===== src/hw/rtl/ppc_pkg.sv =====
// Shared types and constants for the PWM pulse/period capture block.
// No dependencies; used by the interfaces, the channel cell, the result
// register and the top level.
package ppc_pkg;

  // Field widths fixed by the request and result formats
  localparam int TICK_W = 16;
  localparam int CH_W   = 2;

  // Default configuration and parameter values
  localparam int                CHANNELS_DEF  = 3;
  localparam int                AGE_BITS_DEF  = 16;
  localparam logic [TICK_W-1:0] TIMEOUT_RESET = 16'd50;

  // Request function codes
  typedef enum logic [1:0] {
    FUNC_CAPTURE = 2'd0,
    FUNC_TICK    = 2'd1,
    FUNC_READ    = 2'd2,
    FUNC_CLEAR   = 2'd3
  } func_t;

  // Registered request
  typedef struct packed {
    func_t             func;
    logic [CH_W-1:0]   channel;
    logic [TICK_W-1:0] tick;
  } req_t;

  // Operation presented to every channel cell
  typedef struct packed {
    logic              fire;   // request is applied this cycle
    func_t             func;
    logic              hit;    // this cell is the addressed channel
    logic [TICK_W-1:0] tick;
  } cell_op_t;

  // Channel status after the request took effect
  typedef struct packed {
    logic [TICK_W-1:0] pulse_width;
    logic [TICK_W-1:0] period;
    logic              valid;
    logic              stale;
    logic              expect_falling;
  } chan_stat_t;

  // One result item
  typedef struct packed {
    logic [CH_W-1:0]   out_channel;
    logic [TICK_W-1:0] pulse_width;
    logic [TICK_W-1:0] period;
    logic              valid_res;
    logic              stale;
    logic              expect_falling;
  } res_t;

endpackage


===== src/hw/rtl/ppc_in_if.sv =====
// Request channel: valid/ready handshake with the capture request payload.
// Depends on ppc_pkg for field widths.
interface ppc_in_if;
  logic                        valid;
  logic                        ready;
  logic [1:0]                  func;
  logic [ppc_pkg::CH_W-1:0]    channel;
  logic [ppc_pkg::TICK_W-1:0]  capture_tick;

  modport source (output valid, func, channel, capture_tick, input ready);
  modport sink   (input valid, func, channel, capture_tick, output ready);
endinterface


===== src/hw/rtl/ppc_out_if.sv =====
// Result channel: valid/ready handshake with the channel status payload.
// Depends on ppc_pkg for field widths.
interface ppc_out_if;
  logic                        valid;
  logic                        ready;
  logic [ppc_pkg::CH_W-1:0]    out_channel;
  logic [ppc_pkg::TICK_W-1:0]  pulse_width;
  logic [ppc_pkg::TICK_W-1:0]  period;
  logic                        valid_res;
  logic                        stale;
  logic                        expect_falling;

  modport source (output valid, out_channel, pulse_width, period, valid_res, stale,
                  expect_falling, input ready);
  modport sink   (input valid, out_channel, pulse_width, period, valid_res, stale,
                  expect_falling, output ready);
endinterface


===== src/hw/rtl/ppc_chan.sv =====
// State of one capture channel: edge phase, rise time, width, period,
// valid flag and edge age. Depends on ppc_pkg.
module ppc_chan #(
  parameter int AGE_BITS = ppc_pkg::AGE_BITS_DEF
) (
  input  logic                         clk,
  input  logic                         rst_n,
  input  ppc_pkg::cell_op_t            op,
  input  logic [ppc_pkg::TICK_W-1:0]   timeout,
  output ppc_pkg::chan_stat_t          stat
);

  localparam int CMP_W = (AGE_BITS > ppc_pkg::TICK_W) ? AGE_BITS : ppc_pkg::TICK_W;

  logic                        phase_r, phase_nxt;
  logic                        valid_r, valid_nxt;
  logic [ppc_pkg::TICK_W-1:0]  rise_r, rise_nxt;
  logic [ppc_pkg::TICK_W-1:0]  width_r, width_nxt;
  logic [ppc_pkg::TICK_W-1:0]  period_r, period_nxt;
  logic [AGE_BITS-1:0]         age_r, age_nxt;
  logic [ppc_pkg::TICK_W-1:0]  elapsed;

  assign elapsed = op.tick - rise_r;

  // Next state for the request in flight
  always_comb begin
    phase_nxt  = phase_r;
    valid_nxt  = valid_r;
    rise_nxt   = rise_r;
    width_nxt  = width_r;
    period_nxt = period_r;
    age_nxt    = age_r;
    if (op.fire) begin
      unique case (op.func)
        ppc_pkg::FUNC_CAPTURE: begin
          if (op.hit) begin
            if (!phase_r) begin
              // first rise after reset has no previous rise to measure from
              if (valid_r || (period_r != '0) || (rise_r != '0)) begin
                period_nxt = elapsed;
              end
              rise_nxt  = op.tick;
              phase_nxt = 1'b1;
            end else begin
              width_nxt = elapsed;
              valid_nxt = 1'b1;
              phase_nxt = 1'b0;
            end
            age_nxt = '0;
          end
        end
        ppc_pkg::FUNC_TICK: begin
          // saturating age
          if (age_r != '1) begin
            age_nxt = age_r + AGE_BITS'(1);
          end
        end
        ppc_pkg::FUNC_CLEAR: begin
          if (op.hit) begin
            valid_nxt  = 1'b0;
            width_nxt  = '0;
            period_nxt = '0;
          end
        end
        ppc_pkg::FUNC_READ: begin
        end
        default: begin
        end
      endcase
    end
  end

  // Status as it stands after the request
  always_comb begin
    stat.pulse_width    = width_nxt;
    stat.period         = period_nxt;
    stat.valid          = valid_nxt;
    stat.stale          = valid_nxt && (CMP_W'(age_nxt) > CMP_W'(timeout));
    stat.expect_falling = phase_nxt;
  end

  // Control state
  always_ff @(posedge clk) begin
    if (!rst_n) begin
      phase_r <= 1'b0;
      valid_r <= 1'b0;
      age_r   <= '0;
    end else begin
      phase_r <= phase_nxt;
      valid_r <= valid_nxt;
      age_r   <= age_nxt;
    end
  end

  // Measurement registers: zero after reset, read back as results
  always_ff @(posedge clk) begin
    if (!rst_n) begin
      rise_r   <= '0;
      width_r  <= '0;
      period_r <= '0;
    end else begin
      rise_r   <= rise_nxt;
      width_r  <= width_nxt;
      period_r <= period_nxt;
    end
  end

endmodule


===== src/hw/rtl/ppc_res_reg.sv =====
// Result register driving the result channel; holds a result while the
// receiver stalls. Depends on ppc_pkg and ppc_out_if.
module ppc_res_reg (
  input  logic          clk,
  input  logic          rst_n,
  input  logic          load,
  input  ppc_pkg::res_t res,
  output logic          can_load,
  ppc_out_if.source     out_res
);

  logic          valid_r, valid_nxt;
  ppc_pkg::res_t res_r;

  // Empty, or the held result leaves this cycle
  assign can_load  = !valid_r || out_res.ready;
  assign valid_nxt = load || (valid_r && !out_res.ready);

  always_ff @(posedge clk) begin
    if (!rst_n) begin
      valid_r <= 1'b0;
    end else begin
      valid_r <= valid_nxt;
    end
  end

  always_ff @(posedge clk) begin
    if (load) begin
      res_r <= res;
    end
  end

  assign out_res.valid          = valid_r;
  assign out_res.out_channel    = res_r.out_channel;
  assign out_res.pulse_width    = res_r.pulse_width;
  assign out_res.period         = res_r.period;
  assign out_res.valid_res      = res_r.valid_res;
  assign out_res.stale          = res_r.stale;
  assign out_res.expect_falling = res_r.expect_falling;

endmodule


===== src/hw/rtl/pwm_pulse_period_capture.sv =====
// PWM pulse width and period capture over several channels.
// Depends on ppc_pkg, ppc_in_if, ppc_out_if, ppc_chan and ppc_res_reg.
//
// Usage:
//   in_req carries one request per handshake: a capture edge with its
//   16-bit timer value, a time tick that ages every channel, a read, or a
//   clear of one channel. out_res returns exactly one status result per
//   request, for the addressed channel after the request has taken effect;
//   an unknown channel reports all-zero status.
//   cfg_we/cfg_wdata write the stale timeout (reset value 50); write it
//   only while no request is in flight.
// Timing:
//   A request is registered on acceptance; when the result register can take
//   a result, it updates the channel state and its result enters the output
//   register. Throughput one request per cycle while out_res is not stalled.
// Reset: synchronous active-low rst_n clears all channels to waiting for a
//   rising edge with zero width, period and age, and empties both stages.
// Stall: while out_res.ready is low and a result is held, the request
//   stage holds and in_req.ready drops once that stage is full too.
module pwm_pulse_period_capture #(
  parameter int CHANNELS = ppc_pkg::CHANNELS_DEF,
  parameter int AGE_BITS = ppc_pkg::AGE_BITS_DEF
) (
  input  logic                        clk,
  input  logic                        rst_n,
  ppc_in_if.sink                      in_req,
  ppc_out_if.source                   out_res,
  input  logic                        cfg_we,
  input  logic [ppc_pkg::TICK_W-1:0]  cfg_wdata
);

  logic                        s1_valid_r, s1_valid_nxt;
  ppc_pkg::req_t               s1_r;
  logic                        s1_adv;
  logic                        can_load;
  logic                        in_fire;
  logic [ppc_pkg::TICK_W-1:0]  timeout_r;
  ppc_pkg::chan_stat_t         stat [CHANNELS];
  ppc_pkg::chan_stat_t         sel;
  ppc_pkg::res_t               res;

  // Stale timeout register
  always_ff @(posedge clk) begin
    if (!rst_n) begin
      timeout_r <= ppc_pkg::TIMEOUT_RESET;
    end else if (cfg_we) begin
      timeout_r <= cfg_wdata;
    end
  end

  // Request stage
  assign s1_adv       = s1_valid_r && can_load;
  assign in_req.ready = !s1_valid_r || can_load;
  assign in_fire      = in_req.valid && in_req.ready;
  assign s1_valid_nxt = in_fire || (s1_valid_r && !can_load);

  always_ff @(posedge clk) begin
    if (!rst_n) begin
      s1_valid_r <= 1'b0;
    end else begin
      s1_valid_r <= s1_valid_nxt;
    end
  end

  always_ff @(posedge clk) begin
    if (in_fire) begin
      s1_r.func    <= ppc_pkg::func_t'(in_req.func);
      s1_r.channel <= in_req.channel;
      s1_r.tick    <= in_req.capture_tick;
    end
  end

  // Channel cells
  for (genvar g = 0; g < CHANNELS; g++) begin : g_chan
    ppc_pkg::cell_op_t op;

    assign op.fire = s1_adv;
    assign op.func = s1_r.func;
    assign op.hit  = (int'(s1_r.channel) == g);
    assign op.tick = s1_r.tick;

    ppc_chan #(
      .AGE_BITS (AGE_BITS)
    ) u_chan (
      .clk     (clk),
      .rst_n   (rst_n),
      .op      (op),
      .timeout (timeout_r),
      .stat    (stat[g])
    );
  end

  // Status of the addressed channel; zero when out of range
  always_comb begin
    sel = '0;
    for (int i = 0; i < CHANNELS; i++) begin
      if (int'(s1_r.channel) == i) begin
        sel = stat[i];
      end
    end
  end

  always_comb begin
    res.out_channel    = s1_r.channel;
    res.pulse_width    = sel.pulse_width;
    res.period         = sel.period;
    res.valid_res      = sel.valid;
    res.stale          = sel.stale;
    res.expect_falling = sel.expect_falling;
  end

  // Result register
  ppc_res_reg u_res (
    .clk      (clk),
    .rst_n    (rst_n),
    .load     (s1_adv),
    .res      (res),
    .can_load (can_load),
    .out_res  (out_res)
  );

endmodule


===== src/flat_wrapper.sv =====
// flat-port wrapper written by rule: the top's interface ports become plain ports
module pwm_pulse_period_capture_flat 
#(
  parameter int CHANNELS = ppc_pkg::CHANNELS_DEF,
  parameter int AGE_BITS = ppc_pkg::AGE_BITS_DEF
)
  (clk, rst_n, cfg_we, cfg_wdata, in_req_valid, in_req_func, in_req_channel, in_req_capture_tick, in_req_ready, out_res_valid, out_res_out_channel, out_res_pulse_width, out_res_period, out_res_valid_res, out_res_stale, out_res_expect_falling, out_res_ready);
  ppc_in_if in_req_i ();
  ppc_out_if out_res_i ();
  input  logic clk;
  input  logic rst_n;
  input  logic cfg_we;
  input  logic [ppc_pkg::TICK_W-1:0] cfg_wdata;
  input wire logic [$bits(in_req_i.valid)-1:0] in_req_valid;
  input wire logic [$bits(in_req_i.func)-1:0] in_req_func;
  input wire logic [$bits(in_req_i.channel)-1:0] in_req_channel;
  input wire logic [$bits(in_req_i.capture_tick)-1:0] in_req_capture_tick;
  output wire logic [$bits(in_req_i.ready)-1:0] in_req_ready;
  output wire logic [$bits(out_res_i.valid)-1:0] out_res_valid;
  output wire logic [$bits(out_res_i.out_channel)-1:0] out_res_out_channel;
  output wire logic [$bits(out_res_i.pulse_width)-1:0] out_res_pulse_width;
  output wire logic [$bits(out_res_i.period)-1:0] out_res_period;
  output wire logic [$bits(out_res_i.valid_res)-1:0] out_res_valid_res;
  output wire logic [$bits(out_res_i.stale)-1:0] out_res_stale;
  output wire logic [$bits(out_res_i.expect_falling)-1:0] out_res_expect_falling;
  input wire logic [$bits(out_res_i.ready)-1:0] out_res_ready;
  assign in_req_i.valid = in_req_valid;
  assign in_req_i.func = in_req_func;
  assign in_req_i.channel = in_req_channel;
  assign in_req_i.capture_tick = in_req_capture_tick;
  assign in_req_ready = in_req_i.ready;
  assign out_res_valid = out_res_i.valid;
  assign out_res_out_channel = out_res_i.out_channel;
  assign out_res_pulse_width = out_res_i.pulse_width;
  assign out_res_period = out_res_i.period;
  assign out_res_valid_res = out_res_i.valid_res;
  assign out_res_stale = out_res_i.stale;
  assign out_res_expect_falling = out_res_i.expect_falling;
  assign out_res_i.ready = out_res_ready;
  pwm_pulse_period_capture #(.CHANNELS(CHANNELS), .AGE_BITS(AGE_BITS)) u_core (.clk(clk), .rst_n(rst_n), .in_req(in_req_i), .out_res(out_res_i), .cfg_we(cfg_we), .cfg_wdata(cfg_wdata));
endmodule

===== config.mk =====
export PLATFORM = sky130hd
export DESIGN_NAME = pwm_pulse_period_capture_flat
export DESIGN_NICKNAME = d
export VERILOG_FILES = /design/src/hw/rtl/ppc_pkg.sv /design/src/hw/rtl/ppc_in_if.sv /design/src/hw/rtl/ppc_out_if.sv /design/src/hw/rtl/ppc_chan.sv /design/src/hw/rtl/ppc_res_reg.sv /design/src/hw/rtl/pwm_pulse_period_capture.sv /design/src/flat_wrapper.sv
export SDC_FILE = /design/constraint.sdc
export NUM_CORES = 1
export LEC_CHECK = 0
export BUFFER_PORTS_ARGS = -buffer_cell sky130_fd_sc_hd__buf_4
export CAP_MARGIN = 20
export CORE_MARGIN = 2
export CORE_UTILIZATION = 50
export DETAILED_ROUTE_END_ITERATION = 10
export PLACE_DENSITY = 0.65
export SLEW_MARGIN = 20
export SYNTH_ARGS = -nofsm -noshare
export SYNTH_HDL_FRONTEND = slang
export SYNTH_SLANG_ARGS = --single-unit

===== constraint.sdc =====
create_clock -name clk -period 4.31 [get_ports clk]
set_input_delay 0.6465 -clock clk [delete_from_list [all_inputs] [get_ports clk]]
set_output_delay 0.6465 -clock clk [all_outputs]
set_load 0.01 [all_outputs]

==> metrics.txt, run 1 <==
status=complete, no violations; clock buffer count from CTS=30; DRT Wirelength=between 40000 and 50000 µm; clk root buf=clkbuf_16; worst hold path class=in -> reg; Final Slew Violations=0; final number of setup-violating endpoints=0; Post-DRT Antenna Nets=0; initial core utilization=0.506; CP Launch Point=u_core.g_chan[0].u_chan.age_r[3]; CP Class=reg -> reg; Setup TNS Final=0 ns; sequential area share after synthesis=0.392; Rel. slew slack=0.251; RSZ-0062 raised after global routing=false; Hold Vio Cnt, Final=0; GPL Wtd Cong=0.888; area grow syn2layout=13.5%; layout cell share with drive strength beyond 1=0.118; Die Y=179 µm; most frequent cells in the layout=dfxtp_1, nand2_1, buf_4, ha_1, and2_1; Worst-Skew Late Latency=0.57 ns; Die Wd=179 µm; CP startpoint kind=flip-flop; Post-synth ARST share=0; largest net degree at the start of global routing=between 100 and 150; Maximum Capacitance Violations=0; pin slew with the least headroom to its limit=approximately 1.1 ns; fin crit period=4.01 ns; Clock transition at path regs=0.06 ns; ys flop type=dfxtp_1; Seq cells post-synth=273; Netlist cell types=slightly above 90; Worst path slowest cell=dfxtp_1; total grt overflow=0; max incr delay on CP=0.49 ns; Worst Clk Skew=0.0172 ns; die area=32200 µm²; worst path required time=around 4.6 ns; most common cell after layout, fill and taps aside=dfxtp_1; WP buf/inv=0; Crit Path Max Fanout=8; P_leak=roughly 0.0067 µW; Syn. warnings=0; post-layout util=0.574; Power Density=343 nW/µm²; cell family with most CP delay=compound AO/OA/AOI/OAI gates; final-stage net count=1949; Worst setup EP type=flip-flop; vias per cell=around 6; syn_area_per_cell=8.87 µm²; htree depth=1; Tcrit/Tclk final=0.931; # port buffers=79; Netlist Area Pre-Place=15400 µm²; total number of vias=13300; DP HPWL=33800 µm; critical path arrival=4.34 ns; fmax=approximately 250 MHz; GR Util All Layers=0.273; first-pass GRT wire length=70300 µm; DR iter-0 viols=1197; clk sink count=273; most used cell, CP=a21o_1; final routed DRC violation total=0; I/O pins=80; CTS tree=built; Worst Hold Launch=in_req_channel[1]; vias in the first global route=approximately 12000; Inserted Diodes=0; reg2reg start=u_core.g_chan[0].u_chan.age_r[3]; maximum VDD drop=0.444 mV; Std-Cell Core Area=just over 30000 µm²; number of synthesized flops with an enable pin=57; WL/cell=roughly 20 µm; DRT Pass-1 Iters=5; Hold-fix buffers, CTS=0; Cells after Synth=between 1500 and 2000; Max Root-Sink Buffers=3; initial antenna violation count=1; worst-path cell chain=nand4_4 > nor4_4 > nand3_2 > or2_1 > a21oi_1 > o21ai_0 > o21ai_2 > ha_1 > a21o_1 > a21o_1 > a21o_1 > a21oi_1 > nor2b_1 > o311ai_0 > a21boi_0 > a211o_1; # rows=64; Mapped Nets=1877
## power breakdown
part,switching [µW],total [µW],internal [µW]
Sequential,43.9,2690,2650
Clock,1080,2670,1600
Combinational,396,630,234
## per-layer routing
metal  GRT usage  part of all wire  vias up
met5           0                 0        -
met4      0.0725             0.027        0
met3      0.0429             0.069       82
met2       0.407              0.43      452
met1       0.409              0.48     6345
li1            -                 -     6422
## through the flow
step	area, µm²	setup slack, ns	hold slack (ns)	cells	total power (µW)
floorplan	15400	0.409	0.430	1734	3130
global placement	16400	0.283	0.444	2170	3360
detailed placement	16400	0.228	0.452	2170	3370
CTS	17400	0.299	0.241	2225	6020
global route	17500	0.0275	0.246	2225	6190
finish	17500	0.296	0.257	2225	6000
## synthesized netlist by cell type, types with 5 or more instances
| master | number | area [µm²] |
|---|---|---|
| a211o_1 | 6 | 52.6 |
| a211oi_1 | 7 | 52.6 |
| a21boi_0 | 65 | 488 |
| a21o_1 | 26 | 195 |
| a21oi_1 | 85 | 425 |
| a221oi_1 | 6 | 52.6 |
| a22o_1 | 33 | 289 |
| a22oi_1 | 40 | 300 |
| a31oi_1 | 25 | 156 |
| and2_1 | 93 | 582 |
| and3_1 | 13 | 81.3 |
| and4_1 | 6 | 52.6 |
| buf_2 | 16 | 80.1 |
| clkbuf_1 | 57 | 214 |
| dfxtp_1 | 216 | 4320 |
| edfxtp_1 | 57 | 1710 |
| ha_1 | 99 | 1240 |
| inv_1 | 81 | 304 |
| mux2i_1 | 31 | 310 |
| nand2_1 | 205 | 769 |
| nand2b_1 | 10 | 62.6 |
| nand3_1 | 41 | 205 |
| nand4_1 | 23 | 144 |
| nor2_1 | 65 | 244 |
| nor2b_1 | 71 | 444 |
| nor3_1 | 30 | 150 |
| nor4_1 | 22 | 138 |
| o211ai_1 | 10 | 75.1 |
| o21a_1 | 22 | 165 |
| o21ai_0 | 81 | 405 |
| o22ai_1 | 19 | 119 |
| o31ai_1 | 16 | 120 |
| o41ai_1 | 5 | 43.8 |
| or3_1 | 7 | 43.8 |
| xnor2_1 | 28 | 245 |
| xor2_1 | 13 | 114 |
## state kept, by name (all words and copies together), names as in the netlist, 16 cells and up
signal and cells:
u_core.u_res.out_res.pulse_width 16, u_core.timeout_r 16, u_core.u_res.out_res.period 16, u_core.g_chan.u_chan.rise_r 48, u_core.g_chan.op 18, u_core.g_chan.u_chan.period_r 48
u_core.g_chan.u_chan.width_r 48, u_core.g_chan.u_chan.age_r 48
## layout make-up
cell class	count	area [µm²]
inverters	83	312
well taps	396	495
flip-flops and latches	273	6040
multi-input cells	1294	8670
repair buffers	124	931
fillers	2780	13000
clock buffers	39	836
clock inverters	16	184
## path summary, 6_finish.rpt
| kind | end | cells past startpoint | slack [ns] |
|---|---|---|---|
| max | u_core.u_res.out_res.stale | 16 | 0.30 |
| min | u_core.res[36] | 1 | 0.26 |
| max reg2reg | u_core.u_res.out_res.stale | 16 | 0.30 |
| min reg2reg | u_core.g_chan[2].u_chan.width_r[15] | 2 | 0.46 |
## cell families (layout without fill, tap and decap cells)
logic type / Yosys count / after routing / synth area share
AOI/OAI and AO/OA: 507 / 507 / 0.228
xor gates and xnor gates: 41 / 41 / 0.0233
adders and majority gates: 102 / 102 / 0.0844
buffers and inverters: 167 / 262 / 0.0458
DFF: 273 / 273 / 0.392
muxes: 34 / 34 / 0.0224
and+or+nand+nor: 610 / 610 / 0.204
## timing repair
item,4_1_cts,5_1_grt
resized for setup,0,5
endpoints found under the hold margin,0,0
buffers inserted,0,0
endpoints found under the setup margin,0,1
Power figures use the tool's default switching activity.
==> inputs of run 2 (changes only) <==
CORE_ASPECT_RATIO = 1.4   (was not set)
SLEW_MARGIN = not set   (was 20)
clock period = 3.7 ns   (was 4.31 ns; I/O delays follow)
==> run 2 against run 1 <==
Against the previous run:
- wire length is 7.1% higher
- critical endpoint unchanged
- register-to-register slack got worse by 0.13 ns
- clock power grew 9.4%
- maximum frequency increased by 14%
- total power increased by 14%
- setup slack got worse by 0.13 ns
- sequential cell count is the same
- sequential share of layout area is 0.83 points lower
==> metrics.txt, run 2 (synthesized netlist as in run 1, its figures left out) <==
placed insts=2211 (was 2170); Post-DRT Antenna Nets=0 (unchanged); I/O pins=80 (unchanged); Crit Path Max Fanout=6 (was 8); fin crit period=3.53 ns (was 4.01 ns); CTS tree=built (unchanged); # rows=76 (was 64); status=complete, no violations (unchanged); Hold Vio Cnt, Final=0 (unchanged); final routed DRC violation total=0 (unchanged); critical path arrival=3.86 ns (was 4.34 ns); pin slew with the least headroom to its limit=0.868 ns (was 1.12 ns); reg2reg setup slack=0.17 ns (was 0.30 ns); layout cell share with drive strength beyond 1=0.153 (was 0.118); Maximum Capacitance Violations=0 (unchanged); initial core utilization=0.504 (was 0.506); DRT Wirelength=48400 µm (was 45200 µm); total grt overflow=0 (unchanged); Std-Cell Core Area=30500 µm² (was 30400 µm²); Reg-to-Reg End=u_core.u_res.out_res.stale (unchanged); Rel. slew slack=0.422 (was 0.251); Worst Hold Launch=in_req_capture_tick[2] (was in_req_channel[1]); Final Slew Violations=0 (unchanged); die area=32200 µm² (about the same); Power Density=381 nW/µm² (was 343 nW/µm²); Max Root-Sink Buffers=3 (unchanged); GPL Wtd Cong=0.933 (was 0.888); Worst Hold Slack=0.139 ns (was 0.257 ns); area grow syn2layout=16.5% (was 13.5%); CP Class=reg -> reg (unchanged); DP HPWL=36600 µm (was 33800 µm); final-stage net count=1999 (was 1949); clock buffer count from CTS=29 (was 30); CP startpoint kind=flip-flop (unchanged); first-pass GRT wire length=74800 µm (was 70300 µm); most used cell, CP=a21o_1 (unchanged); Die Wd=152 µm (was 179 µm); vias per cell=5.97 (was 5.98); Worst setup EP type=flip-flop (unchanged); worst path required time=4.03 ns (was 4.63 ns); Worst Clk Skew=0.0260 ns (was 0.0172 ns); most frequent cells in the layout=dfxtp_1, nand2_1, buf_4, ha_1, and2_1 (unchanged); Finished Layout Cells=2269 (was 2225); Clock transition at path regs=0.06 ns (about the same); Inserted Diodes=0 (unchanged); initial antenna violation count=0 (was 1); DR iter-0 viols=983 (was 1197); Worst Reg-to-Reg Cells=16 (unchanged); GR Util All Layers=0.296 (was 0.273); maximum VDD drop=0.428 mV (was 0.444 mV); Hold-fix buffers, CTS=0 (unchanged); Tcrit/Tclk final=0.955 (was 0.931); clk root buf=clkbuf_16 (unchanged); # port buffers=79 (unchanged); most common cell after layout, fill and taps aside=dfxtp_1 (unchanged); htree depth=1 (unchanged); clk sink count=273 (unchanged); final number of setup-violating endpoints=0 (unchanged); Worst-Skew Late Latency=0.59 ns (was 0.57 ns); P_leak=0.00692 µW (was 0.00665 µW); Setup TNS Final=0 ns (unchanged); total number of vias=13500 (was 13300); post-layout util=0.587 (was 0.574); fmax=283 MHz (was 249 MHz); worst hold path class=in -> reg (unchanged); largest net degree at the start of global routing=219 (was 101); Worst Hold Endpoint=u_core.g_chan[0].op[2] (was u_core.res[36]); Die Y=212 µm (was 179 µm); reg2reg start=u_core.g_chan[1].u_chan.age_r[0] (was u_core.g_chan[0].u_chan.age_r[3]); vias in the first global route=13400 (was 12500); worst-path cell chain=ha_1 > nand3_1 > nor4_4 > a21boi_1 > buf_4 > nand2_1 > o31ai_2 > ha_1 > a21o_1 > a21o_1 > a21o_1 > a21oi_1 > nor2_1 > a211oi_1 > o21ai_1 > a211o_1 (was nand4_4 > nor4_4 > nand3_2 > or2_1 > a21oi_1 > o21ai_0 > o21ai_2 > ha_1 > a21o_1 > a21o_1 > a21o_1 > a21oi_1 > nor2b_1 > o311ai_0 > a21boi_0 > a211o_1); max incr delay on CP=0.33 ns (was 0.49 ns); DRT Pass-1 Iters=5 (unchanged); Worst path slowest cell=dfxtp_1 (unchanged); Hold Crit Depth=1 (unchanged); WL/cell=21.3 µm (was 20.3 µm); Power Total=6820 µW (was 6000 µW)
==> run 2: power by group <==
part / switching [µW] / internal, µW
combinational: 469 / 298
sequential: 51.4 / 3090
clock: 1250 / 1670
total: 1770 / 5050
==> run 2: critical path: cells and delay by family (launching register included) <==
| family | cells | cell delay [ns] |
|---|---|---|
| AOI/OAI and AO/OA | 9 | 1.87 |
| buffers and inverters | 1 | 0.22 |
| adders and majority gates | 2 | 0.51 |
| and+or+nand+nor | 4 | 0.35 |
| DFF | 1 | 0.33 |
==> run 2: final cells by class <==
class | instances | area [µm²]
Tap cell | 390 | 488
Inverter | 83 | 314
Clock buffer | 40 | 808
Timing Repair Buffer | 175 | 1380
Fill cell | 2785 | 12600
Clock inverter | 14 | 134
Multi-Input combinational cell | 1294 | 8760
Sequential cell | 273 | 6050
==> run 2: stage by stage <==
| stage | area, µm² | setup WS (ns) |
|---|---|---|
| after floorplan | 15400 | 0.0834 |
| after global placement | 16800 | 0.0276 |
| after detailed placement | 16800 | -0.0241 |
| after CTS | 17800 | 0.0316 |
| after global routing | 17900 | -0.0328 |
| final | 17900 | 0.166 |
==> run 2: layer usage <==
layer  share of wire  GRT usage
met5               0          0
met4           0.078      0.204
met3           0.043     0.0303
met2            0.51      0.544
met1            0.37      0.319
==> run 2: worst max path at each step <==
| stage | from | endpoint | slack [ns] |
|---|---|---|---|
| 6_report | u_core.g_chan[1].u_chan.age_r[0] | u_core.u_res.out_res.stale | 0.17 |
| 3_5_place_dp | out_res_ready | u_core.u_res.out_res.stale | -0.02 |
| 3_3_place_gp | out_res_ready | u_core.u_res.out_res.stale | 0.03 |
| 4_1_cts | u_core.g_chan[0].u_chan.age_r[4] | u_core.u_res.out_res.stale | 0.03 |
| 2_1_floorplan | out_res_ready | u_core.u_res.out_res.stale | 0.08 |
| 5_1_grt | u_core.g_chan[0].u_chan.age_r[1] | u_core.u_res.out_res.stale | -0.03 |
==> run 2: repair_timing <==
| action | 4_1_cts | 5_1_grt |
|---|---|---|
| endpoints found under the hold margin | 0 | 0 |
| pin swaps | 0 | 17 |
| setup endpoints to repair | 1 | 1 |
| resized for setup | 1 | 41 |
| cloned | 0 | 0 |
| setup buffers | 0 | 3 |
